==> config.mk <==
export PLATFORM = sky130hd
export DESIGN_NAME = fuzzy_hedge_transform_top
export DESIGN_NICKNAME = d
export VERILOG_FILES = /design/src/design/fht_pkg.sv /design/src/design/fuzzy_hedge_transform_top.sv /design/src/design/fht_isqrt_pipe.sv
export SDC_FILE = /design/constraint.sdc
export NUM_CORES = 2
export LEC_CHECK = 0
export BUFFER_PORTS_ARGS = -buffer_cell sky130_fd_sc_hd__buf_4
export CORE_MARGIN = 10
export CORE_UTILIZATION = 50
export DETAILED_ROUTE_END_ITERATION = 6
export MAX_ROUTING_LAYER = met4
export PLACE_DENSITY_LB_ADDON = 0.1
export SKIP_LAST_GASP = 1
export SYNTH_ARGS = -nofsm -noshare
export SYNTH_HDL_FRONTEND = slang
export SYNTH_SLANG_ARGS = --single-unit
==> constraint.sdc <==
create_clock -name clk -period 9.44 [get_ports clk]
set_clock_uncertainty 0.15 [all_clocks]
set_input_delay 1.888 -clock clk [delete_from_list [all_inputs] [get_ports clk]]
set_output_delay 1.888 -clock clk [all_outputs]
set_load 0.03 [all_outputs]
==> src/design/fht_pkg.sv <==
// Shared constants, types and fixed-point helpers for the fuzzy hedge transform.
package fht_pkg;

  localparam int FRAC_BITS = 16;
  localparam int DEG_W     = FRAC_BITS + 1;
  localparam int PROD_W    = 2 * DEG_W;

  localparam logic [DEG_W-1:0] ONE  = {1'b1, {FRAC_BITS{1'b0}}};
  localparam logic [DEG_W-1:0] HALF = {2'b01, {(FRAC_BITS - 1){1'b0}}};

  localparam int KIND_W    = 3;
  localparam int ADDR_W    = 3;
  localparam int DATA_W    = 32;
  localparam int REG_IDX_W = ADDR_W - 2;

  localparam logic [REG_IDX_W-1:0] REG_HEDGE_KIND = '0;

  typedef enum logic [KIND_W-1:0] {
    HEDGE_POW125,
    HEDGE_SQUARE,
    HEDGE_FOURTH,
    HEDGE_INTENSIFY,
    HEDGE_POW075,
    HEDGE_SQRT,
    HEDGE_NOT,
    HEDGE_NOT_VERY
  } hedge_t;

  typedef struct packed {
    hedge_t           kind;
    logic [DEG_W-1:0] u;
  } item_side_t;

  typedef struct packed {
    hedge_t           kind;
    logic [DEG_W-1:0] u;
    logic [DEG_W-1:0] s1;
  } root_side_t;

  typedef struct packed {
    hedge_t           kind;
    logic             low;
    logic [DEG_W-1:0] u;
    logic [DEG_W-1:0] s1;
    logic [DEG_W-1:0] p1;
  } mul1_t;

  typedef struct packed {
    hedge_t           kind;
    logic             low;
    logic [DEG_W-1:0] u;
    logic [DEG_W-1:0] s1;
    logic [DEG_W-1:0] p1;
    logic [DEG_W-1:0] p2;
  } mul2_t;

  function automatic logic [DEG_W-1:0] fx_mul(input logic [DEG_W-1:0] a,
                                               input logic [DEG_W-1:0] b);
    logic [PROD_W-1:0] prod;
    prod = PROD_W'(a) * PROD_W'(b) + PROD_W'(HALF);
    return prod[FRAC_BITS +: DEG_W];
  endfunction

endpackage

==> src/design/fuzzy_hedge_transform_top.sv <==
// Top level of the fuzzy hedge transform: config register, root pipes, multiplier stages.
//
// Usage:
//   Input channel item_valid/item_ready carries one membership degree per beat on
//   degree_in (16 fraction bits, 65536 is 1.0; larger values clamp to 1.0).
//   Output channel result_valid/result_ready returns one hedged degree per beat
//   on degree_out, in input order.
//   The APB port holds hedge_kind at byte address 0; write it only while no beat
//   is in flight.
//   From accept to result_valid a beat passes the input register, which loads at the
//   accepting edge, then two square-root pipes of 17 stages each (one root bit
//   per stage), two multiplier stages and the output register.
//   Throughput is one beat per cycle while result_ready holds high; every stage has
//   its own valid bit, so a bubble anywhere is filled while the receiver stalls.
//   When result_ready is low the output register holds and stalls back stage by
//   stage; item_ready drops only once the whole pipe is full.
//   Synchronous reset clears all valid bits and sets hedge_kind to 0 (u^1.25).
module fuzzy_hedge_transform_top (
  input  logic                          clk,
  input  logic                          rst,
  input  logic                          psel,
  input  logic                          penable,
  input  logic                          pwrite,
  input  logic [fht_pkg::ADDR_W-1:0]    paddr,
  input  logic [fht_pkg::DATA_W-1:0]    pwdata,
  output logic [fht_pkg::DATA_W-1:0]    prdata,
  output logic                          pready,
  input  logic                          item_valid,
  output logic                          item_ready,
  input  logic [fht_pkg::DEG_W-1:0]     degree_in,
  output logic                          result_valid,
  input  logic                          result_ready,
  output logic [fht_pkg::DEG_W-1:0]     degree_out
);

  localparam int DEG_W  = fht_pkg::DEG_W;
  localparam int ROOT_W = fht_pkg::PROD_W;

  fht_pkg::hedge_t     hedge_kind;
  logic                cfg_write;
  logic [fht_pkg::REG_IDX_W-1:0] reg_idx;

  fht_pkg::item_side_t s0;
  logic                s0_valid;
  logic [DEG_W-1:0]    u_sat;

  logic                r1_valid, r1_ready;
  logic [DEG_W-1:0]    r1_root;
  fht_pkg::item_side_t r1_side;
  logic                r1_opnd_ready;

  fht_pkg::root_side_t r2_in_side, r2_side;
  logic                r2_valid;
  logic [DEG_W-1:0]    r2_root;

  fht_pkg::mul1_t      m1, m1_next;
  logic                m1_valid, m1_ready;
  logic [DEG_W-1:0]    mul_a, mul_b, x_int;

  fht_pkg::mul2_t      m2;
  logic                m2_valid, m2_ready;

  logic                out_ready;
  logic [DEG_W-1:0]    result_next;

  assign pready    = 1'b1;
  assign reg_idx   = paddr[fht_pkg::ADDR_W-1:2];
  assign cfg_write = psel && penable && pwrite && pready;

  always_ff @(posedge clk) begin
    if (rst) begin
      hedge_kind <= fht_pkg::HEDGE_POW125;
    end else if (cfg_write && reg_idx == fht_pkg::REG_HEDGE_KIND) begin
      hedge_kind <= fht_pkg::hedge_t'(pwdata[fht_pkg::KIND_W-1:0]);
    end
  end

  assign prdata = (reg_idx == fht_pkg::REG_HEDGE_KIND) ?
                  fht_pkg::DATA_W'(hedge_kind) : '0;

  // Ready chain, back to front
  assign out_ready  = !result_valid || result_ready;
  assign m2_ready   = !m2_valid || out_ready;
  assign m1_ready   = !m1_valid || m2_ready;
  assign item_ready = !s0_valid || r1_opnd_ready;

  assign u_sat = (degree_in > fht_pkg::ONE) ? fht_pkg::ONE : degree_in;

  always_ff @(posedge clk) begin
    if (rst) begin
      s0_valid <= 1'b0;
    end else if (item_ready) begin
      s0_valid <= item_valid;
    end
  end

  always_ff @(posedge clk) begin
    if (item_ready && item_valid) begin
      s0.kind <= hedge_kind;
      s0.u    <= u_sat;
    end
  end

  fht_isqrt_pipe #(
    .W      (DEG_W),
    .SIDE_W ($bits(fht_pkg::item_side_t))
  ) u_root1 (
    .clk        (clk),
    .rst        (rst),
    .opnd_valid (s0_valid),
    .opnd_ready (r1_opnd_ready),
    .opnd       (ROOT_W'({s0.u, {fht_pkg::FRAC_BITS{1'b0}}})),
    .opnd_side  (s0),
    .root_valid (r1_valid),
    .root_ready (r1_ready),
    .root       (r1_root),
    .root_side  (r1_side)
  );

  assign r2_in_side.kind = r1_side.kind;
  assign r2_in_side.u    = r1_side.u;
  assign r2_in_side.s1   = r1_root;

  fht_isqrt_pipe #(
    .W      (DEG_W),
    .SIDE_W ($bits(fht_pkg::root_side_t))
  ) u_root2 (
    .clk        (clk),
    .rst        (rst),
    .opnd_valid (r1_valid),
    .opnd_ready (r1_ready),
    .opnd       (ROOT_W'({r1_root, {fht_pkg::FRAC_BITS{1'b0}}})),
    .opnd_side  (r2_in_side),
    .root_valid (r2_valid),
    .root_ready (m1_ready),
    .root       (r2_root),
    .root_side  (r2_side)
  );

  // First multiplier stage
  always_comb begin
    m1_next.low = r2_side.u < fht_pkg::HALF;
    x_int       = m1_next.low ? r2_side.u : fht_pkg::ONE - r2_side.u;
    mul_a       = r2_side.u;
    mul_b       = r2_side.u;
    unique case (r2_side.kind)
      fht_pkg::HEDGE_POW125: begin
        mul_a = r2_side.u;
        mul_b = r2_root;
      end
      fht_pkg::HEDGE_INTENSIFY: begin
        mul_a = x_int;
        mul_b = x_int;
      end
      fht_pkg::HEDGE_POW075: begin
        mul_a = r2_side.s1;
        mul_b = r2_root;
      end
      fht_pkg::HEDGE_SQUARE, fht_pkg::HEDGE_FOURTH, fht_pkg::HEDGE_SQRT,
      fht_pkg::HEDGE_NOT, fht_pkg::HEDGE_NOT_VERY: begin
        mul_a = r2_side.u;
        mul_b = r2_side.u;
      end
    endcase
    m1_next.kind = r2_side.kind;
    m1_next.u    = r2_side.u;
    m1_next.s1   = r2_side.s1;
    m1_next.p1   = fht_pkg::fx_mul(mul_a, mul_b);
  end

  always_ff @(posedge clk) begin
    if (rst) begin
      m1_valid <= 1'b0;
    end else if (m1_ready) begin
      m1_valid <= r2_valid;
    end
  end

  always_ff @(posedge clk) begin
    if (m1_ready && r2_valid) begin
      m1 <= m1_next;
    end
  end

  // Second multiplier stage
  always_ff @(posedge clk) begin
    if (rst) begin
      m2_valid <= 1'b0;
    end else if (m2_ready) begin
      m2_valid <= m1_valid;
    end
  end

  always_ff @(posedge clk) begin
    if (m2_ready && m1_valid) begin
      m2.kind <= m1.kind;
      m2.low  <= m1.low;
      m2.u    <= m1.u;
      m2.s1   <= m1.s1;
      m2.p1   <= m1.p1;
      m2.p2   <= fht_pkg::fx_mul(m1.p1, m1.p1);
    end
  end

  // Output select
  always_comb begin
    result_next = m2.p1;
    unique case (m2.kind)
      fht_pkg::HEDGE_POW125, fht_pkg::HEDGE_SQUARE, fht_pkg::HEDGE_POW075: begin
        result_next = m2.p1;
      end
      fht_pkg::HEDGE_FOURTH: begin
        result_next = m2.p2;
      end
      fht_pkg::HEDGE_INTENSIFY: begin
        result_next = m2.low ? {m2.p1[DEG_W-2:0], 1'b0}
                             : fht_pkg::ONE - {m2.p1[DEG_W-2:0], 1'b0};
      end
      fht_pkg::HEDGE_SQRT: begin
        result_next = m2.s1;
      end
      fht_pkg::HEDGE_NOT: begin
        result_next = fht_pkg::ONE - m2.u;
      end
      fht_pkg::HEDGE_NOT_VERY: begin
        result_next = fht_pkg::ONE - m2.p1;
      end
    endcase
  end

  always_ff @(posedge clk) begin
    if (rst) begin
      result_valid <= 1'b0;
    end else if (out_ready) begin
      result_valid <= m2_valid;
    end
  end

  always_ff @(posedge clk) begin
    if (out_ready && m2_valid) begin
      degree_out <= result_next;
    end
  end

endmodule

==> src/design/fht_isqrt_pipe.sv <==
// Pipelined integer square root, one result bit per register stage.
module fht_isqrt_pipe #(
  parameter int W      = fht_pkg::DEG_W,
  parameter int SIDE_W = fht_pkg::DEG_W
) (
  input  logic              clk,
  input  logic              rst,
  input  logic              opnd_valid,
  output logic              opnd_ready,
  input  logic [2*W-1:0]    opnd,
  input  logic [SIDE_W-1:0] opnd_side,
  output logic              root_valid,
  input  logic              root_ready,
  output logic [W-1:0]      root,
  output logic [SIDE_W-1:0] root_side
);

  logic [W-1:0]      valid_q;
  logic [W:0]        stage_ready;
  logic [W+1:0]      rem_q      [W];
  logic [W-1:0]      root_q     [W];
  logic [2*W-1:0]    opnd_q     [W];
  logic [SIDE_W-1:0] side_q     [W];

  logic [W-1:0]      up_valid;
  logic [W+1:0]      rem_next   [W];
  logic [W-1:0]      root_next  [W];
  logic [2*W-1:0]    opnd_next  [W];
  logic [SIDE_W-1:0] side_next  [W];

  assign stage_ready[W] = root_ready;

  for (genvar k = 0; k < W; k++) begin : g_stage
    logic [W+1:0]   up_rem;
    logic [W-1:0]   up_root;
    logic [2*W-1:0] up_opnd;
    logic [W+1:0]   rem_sh;
    logic [W+1:0]   trial;
    logic           fits;

    if (k == 0) begin : g_first
      assign up_valid[k]  = opnd_valid;
      assign up_rem       = '0;
      assign up_root      = '0;
      assign up_opnd      = opnd;
      assign side_next[k] = opnd_side;
    end else begin : g_rest
      assign up_valid[k]  = valid_q[k-1];
      assign up_rem       = rem_q[k-1];
      assign up_root      = root_q[k-1];
      assign up_opnd      = opnd_q[k-1];
      assign side_next[k] = side_q[k-1];
    end

    assign stage_ready[k] = !valid_q[k] || stage_ready[k+1];
    assign rem_sh         = {up_rem[W-1:0], up_opnd[2*W-1 -: 2]};
    assign trial          = {up_root, 2'b01};
    assign fits           = rem_sh >= trial;
    assign rem_next[k]    = fits ? rem_sh - trial : rem_sh;
    assign root_next[k]   = {up_root[W-2:0], fits};
    assign opnd_next[k]   = {up_opnd[2*W-3:0], 2'b00};
  end

  always_ff @(posedge clk) begin
    for (int k = 0; k < W; k++) begin
      if (rst) begin
        valid_q[k] <= 1'b0;
      end else if (stage_ready[k]) begin
        valid_q[k] <= up_valid[k];
      end
    end
  end

  always_ff @(posedge clk) begin
    for (int k = 0; k < W; k++) begin
      if (stage_ready[k] && up_valid[k]) begin
        rem_q[k]  <= rem_next[k];
        root_q[k] <= root_next[k];
        opnd_q[k] <= opnd_next[k];
        side_q[k] <= side_next[k];
      end
    end
  end

  assign opnd_ready = stage_ready[0];
  assign root_valid = valid_q[W-1];
  assign root       = root_q[W-1];
  assign root_side  = side_q[W-1];

endmodule

==> qor.csv <==
metric,value,unit
status,finished clean,
Yosys cell types,101,
Clock Latency Late Sink,840,ps
vias,53600,
die height,458,um
Vias/cell,5.34,
WHS,219,ps
post-synthesis sequential area ratio,59.4,%
Seq cells post-synth,1913,
leakage,40.8,nW
Worst Path Required,9850,ps
measured slew at the worst slew-check pin,1210,ps
Routed WL,198000,um
Hold Crit Depth,0,
Rows,160,
WL/cell,19.7,um
Post-synth EDFFs,1872,
Root Buffer,clkbuf_16,
Layout Utilization,55.8,%
"FFs w/ async S/R, synth",0,%
port buffer count,49,
Sequential Area,0.0570,sq mm
Tmin final,8770,ps
HP Class,flop to flop,
vias in the first global route,54800,
starting density of the core,50.4,%
Final Cycle Share,92.9,%
initial antenna violation count,10,
CP arrival,9180,ps
First-pass DRT Iterations,5,
Max Cap Violations,0,
setup bufs post-CTS,0,
multi-input logic area,0.0350,sq mm
H-tree levels,4,
final cell count without fillers,10000,
"CTS clk-pin slew, worst paths",60,ps
gr usage total,19.5,%
largest delay contributor family on the critical path,adder cells,
hold endpoint,u_root2.side_q[1][32]$_DFFE_PP_,
Worst R2R Setup Slack,670,ps
Placer Congestion,0.886,
PD cells,159,mW/mm^2
Clk pwr share,45.1,%
switch share,19.6,%
max incr delay on CP,630,ps
post-DP HPWL,145000,um
Combinational Power Share,0.4,%
I/O Pins,111,
Psw,3.32,mW
first-pass GRT wire length,313000,um
Hold Crit Start,u_root2.side_q[0][291]$_DFFE_PP_,
CP Max Fanout,12,
DP Cell Count,9668,
"most used cell, CP",fa_1,
Crit Path Class,flop to flop,
buffers and inverters on the worst path,5,
YS warnings,0,
Layout Nets,8379,
largest net degree at the start of global routing,72,
grt ovf,0,
Main synth FF type,edfxtp_1,
Synth Area per Inst,13.4,sq um
CTS tree,done,
Post-CTS Resized,0,
Final Cell Area,0.106,sq mm
relative slew slack,19.5,%
fillcell total,15500,
crit path launch type,flop,
die area,0.210,sq mm
Crit-path slowest cell,a21oi_1,
FF-to-FF Start,u_root2.side_q[2][17]$_DFFE_PP_,
DRT iter0 DRCs,3661,
dpl cell area,0.0998,sq mm
RSZ-0062 raised after global routing,false,
endpoint class of the critical path,flop,
Peak Freq,114,MHz
Setup-failing EPs final,0,
share of cells above drive strength 1,8.57,%
Clock Sinks,1913,
CTS Buf Count,194,
CTS Hold Buffers Added,0,
Die Wd,458,um
Register-to-Register Path Depth,28,
Peak VDD IR,0.000159,V
Mapped Cells,7169,
Pins Over Slew Limit,0,
DRC Markers,0,
Seq pwr share,54.5,%
"Hold Vio Cnt, Final",0,
Max clock buf depth,3,
RR Endpoint,m1[15]$_DFFE_PP_,
synthesized cell area,0.0960,sq mm
Cell Int Power,13.6,mW
Placeable Area,0.191,sq mm
area grow syn2layout,10.8,%
final setup TNS,0,ps
Routed Antenna Nets,0,
per-stage QoR:
step | total power [mW] | setup slack (ps)
2_1_floorplan | 9.46 | 1430
3_3_place_gp | 9.47 | 871
3_5_place_dp | 9.47 | 771
4_1_cts | 17.2 | 716
5_1_grt | 17.5 | 300
6_report | 16.9 | 666
area by class of cell:
class | count | share of cell area (%)
clock inverter | 125 | 1.30
tap | 2511 | 2.95
clock buffer | 240 | 4.80
timing repair buffer | 142 | 1.00
inverter | 949 | 3.35
sequential | 1913 | 53.6
multi-input combinational | 4153 | 32.9
antenna | 6 | 0.0141
how the worst max path moves through the flow:
| stage | cells after the start | slack [ps] | to | from |
|---|---|---|---|---|
| final | 28 | 670 | m1[15]$_DFFE_PP_ | u_root2.side_q[2][17]$_DFFE_PP_ |
| after detailed placement | 28 | 770 | m1[15]$_DFFE_PP_ | u_root2.side_q[2][17]$_DFFE_PP_ |
| after CTS | 28 | 720 | m1[15]$_DFFE_PP_ | u_root2.side_q[2][17]$_DFFE_PP_ |
| after global routing | 27 | 300 | m1[15]$_DFFE_PP_ | u_root2.side_q[2][19]$_DFFE_PP_ |
| after floorplan | 8 | 1430 | u_root2.rem_q[0][190]$_SDFFCE_PP0P_ | result_ready |
| after global placement | 28 | 870 | m1[15]$_DFFE_PP_ | u_root2.side_q[2][17]$_DFFE_PP_ |
state kept, by name (all words and copies together) (netlist names):
name             cells
s0_valid             1
u_root2.root_q     136
m1                  54
u_root1.side_q     340
result_valid         1
hedge_kind           3
m1_valid             1
u_root2.rem_q      243
s0                  20
m2_valid             1
u_root1.rem_q      243
u_root2.valid_q     17
u_root1.valid_q     17
u_root1.root_q     136
degree_out          17
u_root2.side_q     612
m2                  71
power by group through the flow:
stage / logic (mW) / registers [mW] / clock network, mW
2_1_floorplan: 0.0607 / 9.40 / 0
3_3_place_gp: 0.0734 / 9.40 / 0
3_5_place_dp: 0.0745 / 9.40 / 0
4_1_cts: 0.0750 / 9.22 / 7.86
5_1_grt: 0.0826 / 9.21 / 8.22
6_report: 0.0749 / 9.22 / 7.63
cell usage after synthesis (all sizes together) (29+ instances only):
library cell / n / area, sq um
nor3: 144 / 721
mux2: 100 / 1130
nand2b: 52 / 325
and2: 116 / 726
o21ai: 243 / 1220
o21a: 57 / 428
nor2b: 77 / 482
a21oi: 280 / 1430
o31ai: 29 / 223
o21bai: 36 / 282
xnor2: 244 / 2140
a21boi: 29 / 218
buf: 57 / 384
dfxtp: 41 / 821
clkbuf: 127 / 477
nand2: 538 / 2020
nand4: 33 / 213
and3: 30 / 188
nand3: 69 / 345
xor2: 166 / 1450
fa: 430 / 8610
ha: 537 / 6720
a21o: 87 / 653
nor4: 45 / 315
edfxtp: 1872 / 56200
inv: 947 / 3550
nor2: 400 / 1500
or3: 31 / 194
per-layer routing:
layer | global-route usage, % | wire, um | vias up
met2 | 31.0 | 93400 | 1049
met4 | 6.18 | 6440 | 0
met3 | 2.90 | 9210 | 315
met1 | 26.0 | 89000 | 26700
li1 | - | - | 25500
met5 | - | 0 | -
placed cells by master, fill, tap and decap left out, types with 31 or more instances in the layout:
master | netlist | routed
xor2_1 | 166 | 166
o21bai_1 | 33 | 33
nor4_1 | 41 | 40
or3_1 | 31 | 31
nand2_1 | 537 | 537
ha_1 | 537 | 537
xnor2_1 | 244 | 244
clkinv_1 | 2 | 42
nand4_1 | 32 | 32
fa_1 | 430 | 430
edfxtp_1 | 1872 | 1872
nand2b_1 | 52 | 52
nor3_1 | 144 | 143
buf_4 | 36 | 142
nor2_1 | 400 | 398
a21oi_1 | 273 | 272
nor2b_1 | 77 | 65
dfxtp_1 | 41 | 41
o21a_1 | 57 | 56
mux2_2 | 98 | 98
clkbuf_16 | 0 | 195
inv_1 | 945 | 945
o21ai_0 | 233 | 233
a21o_1 | 87 | 87
and2_1 | 114 | 113
nand3_1 | 69 | 69
clkinv_2 | 0 | 32
conb_1 | 2 | 32
clkbuf_1 | 127 | 40
worst register-to-register path: cells and delay by family, from the launching register on:
| family | cells | cell delay [ps] |
|---|---|---|
| and+or+nand+nor | 8 | 1660 |
| xor gates and xnor gates | 1 | 120 |
| adders and majority gates | 8 | 3780 |
| DFF | 1 | 570 |
| buffers and inverters | 5 | 650 |
| AOI/OAI and AO/OA | 6 | 1600 |
cell families (layout without fill, tap and decap cells):
family | count (synthesis) | in the layout | share of synthesized area (%)
fa+ha+maj | 967 | 967 | 16.0
compound gates | 967 | 967 | 6.55
simple gates | 1649 | 1649 | 8.24
flops | 1913 | 1913 | 59.4
buf+inv | 1133 | 1456 | 4.61
xor+xnor | 410 | 410 | 3.74
mux | 128 | 128 | 1.49
other cells | 2 | 38 | 0.00782
Note: power is estimated with default switching activity, not from simulation.
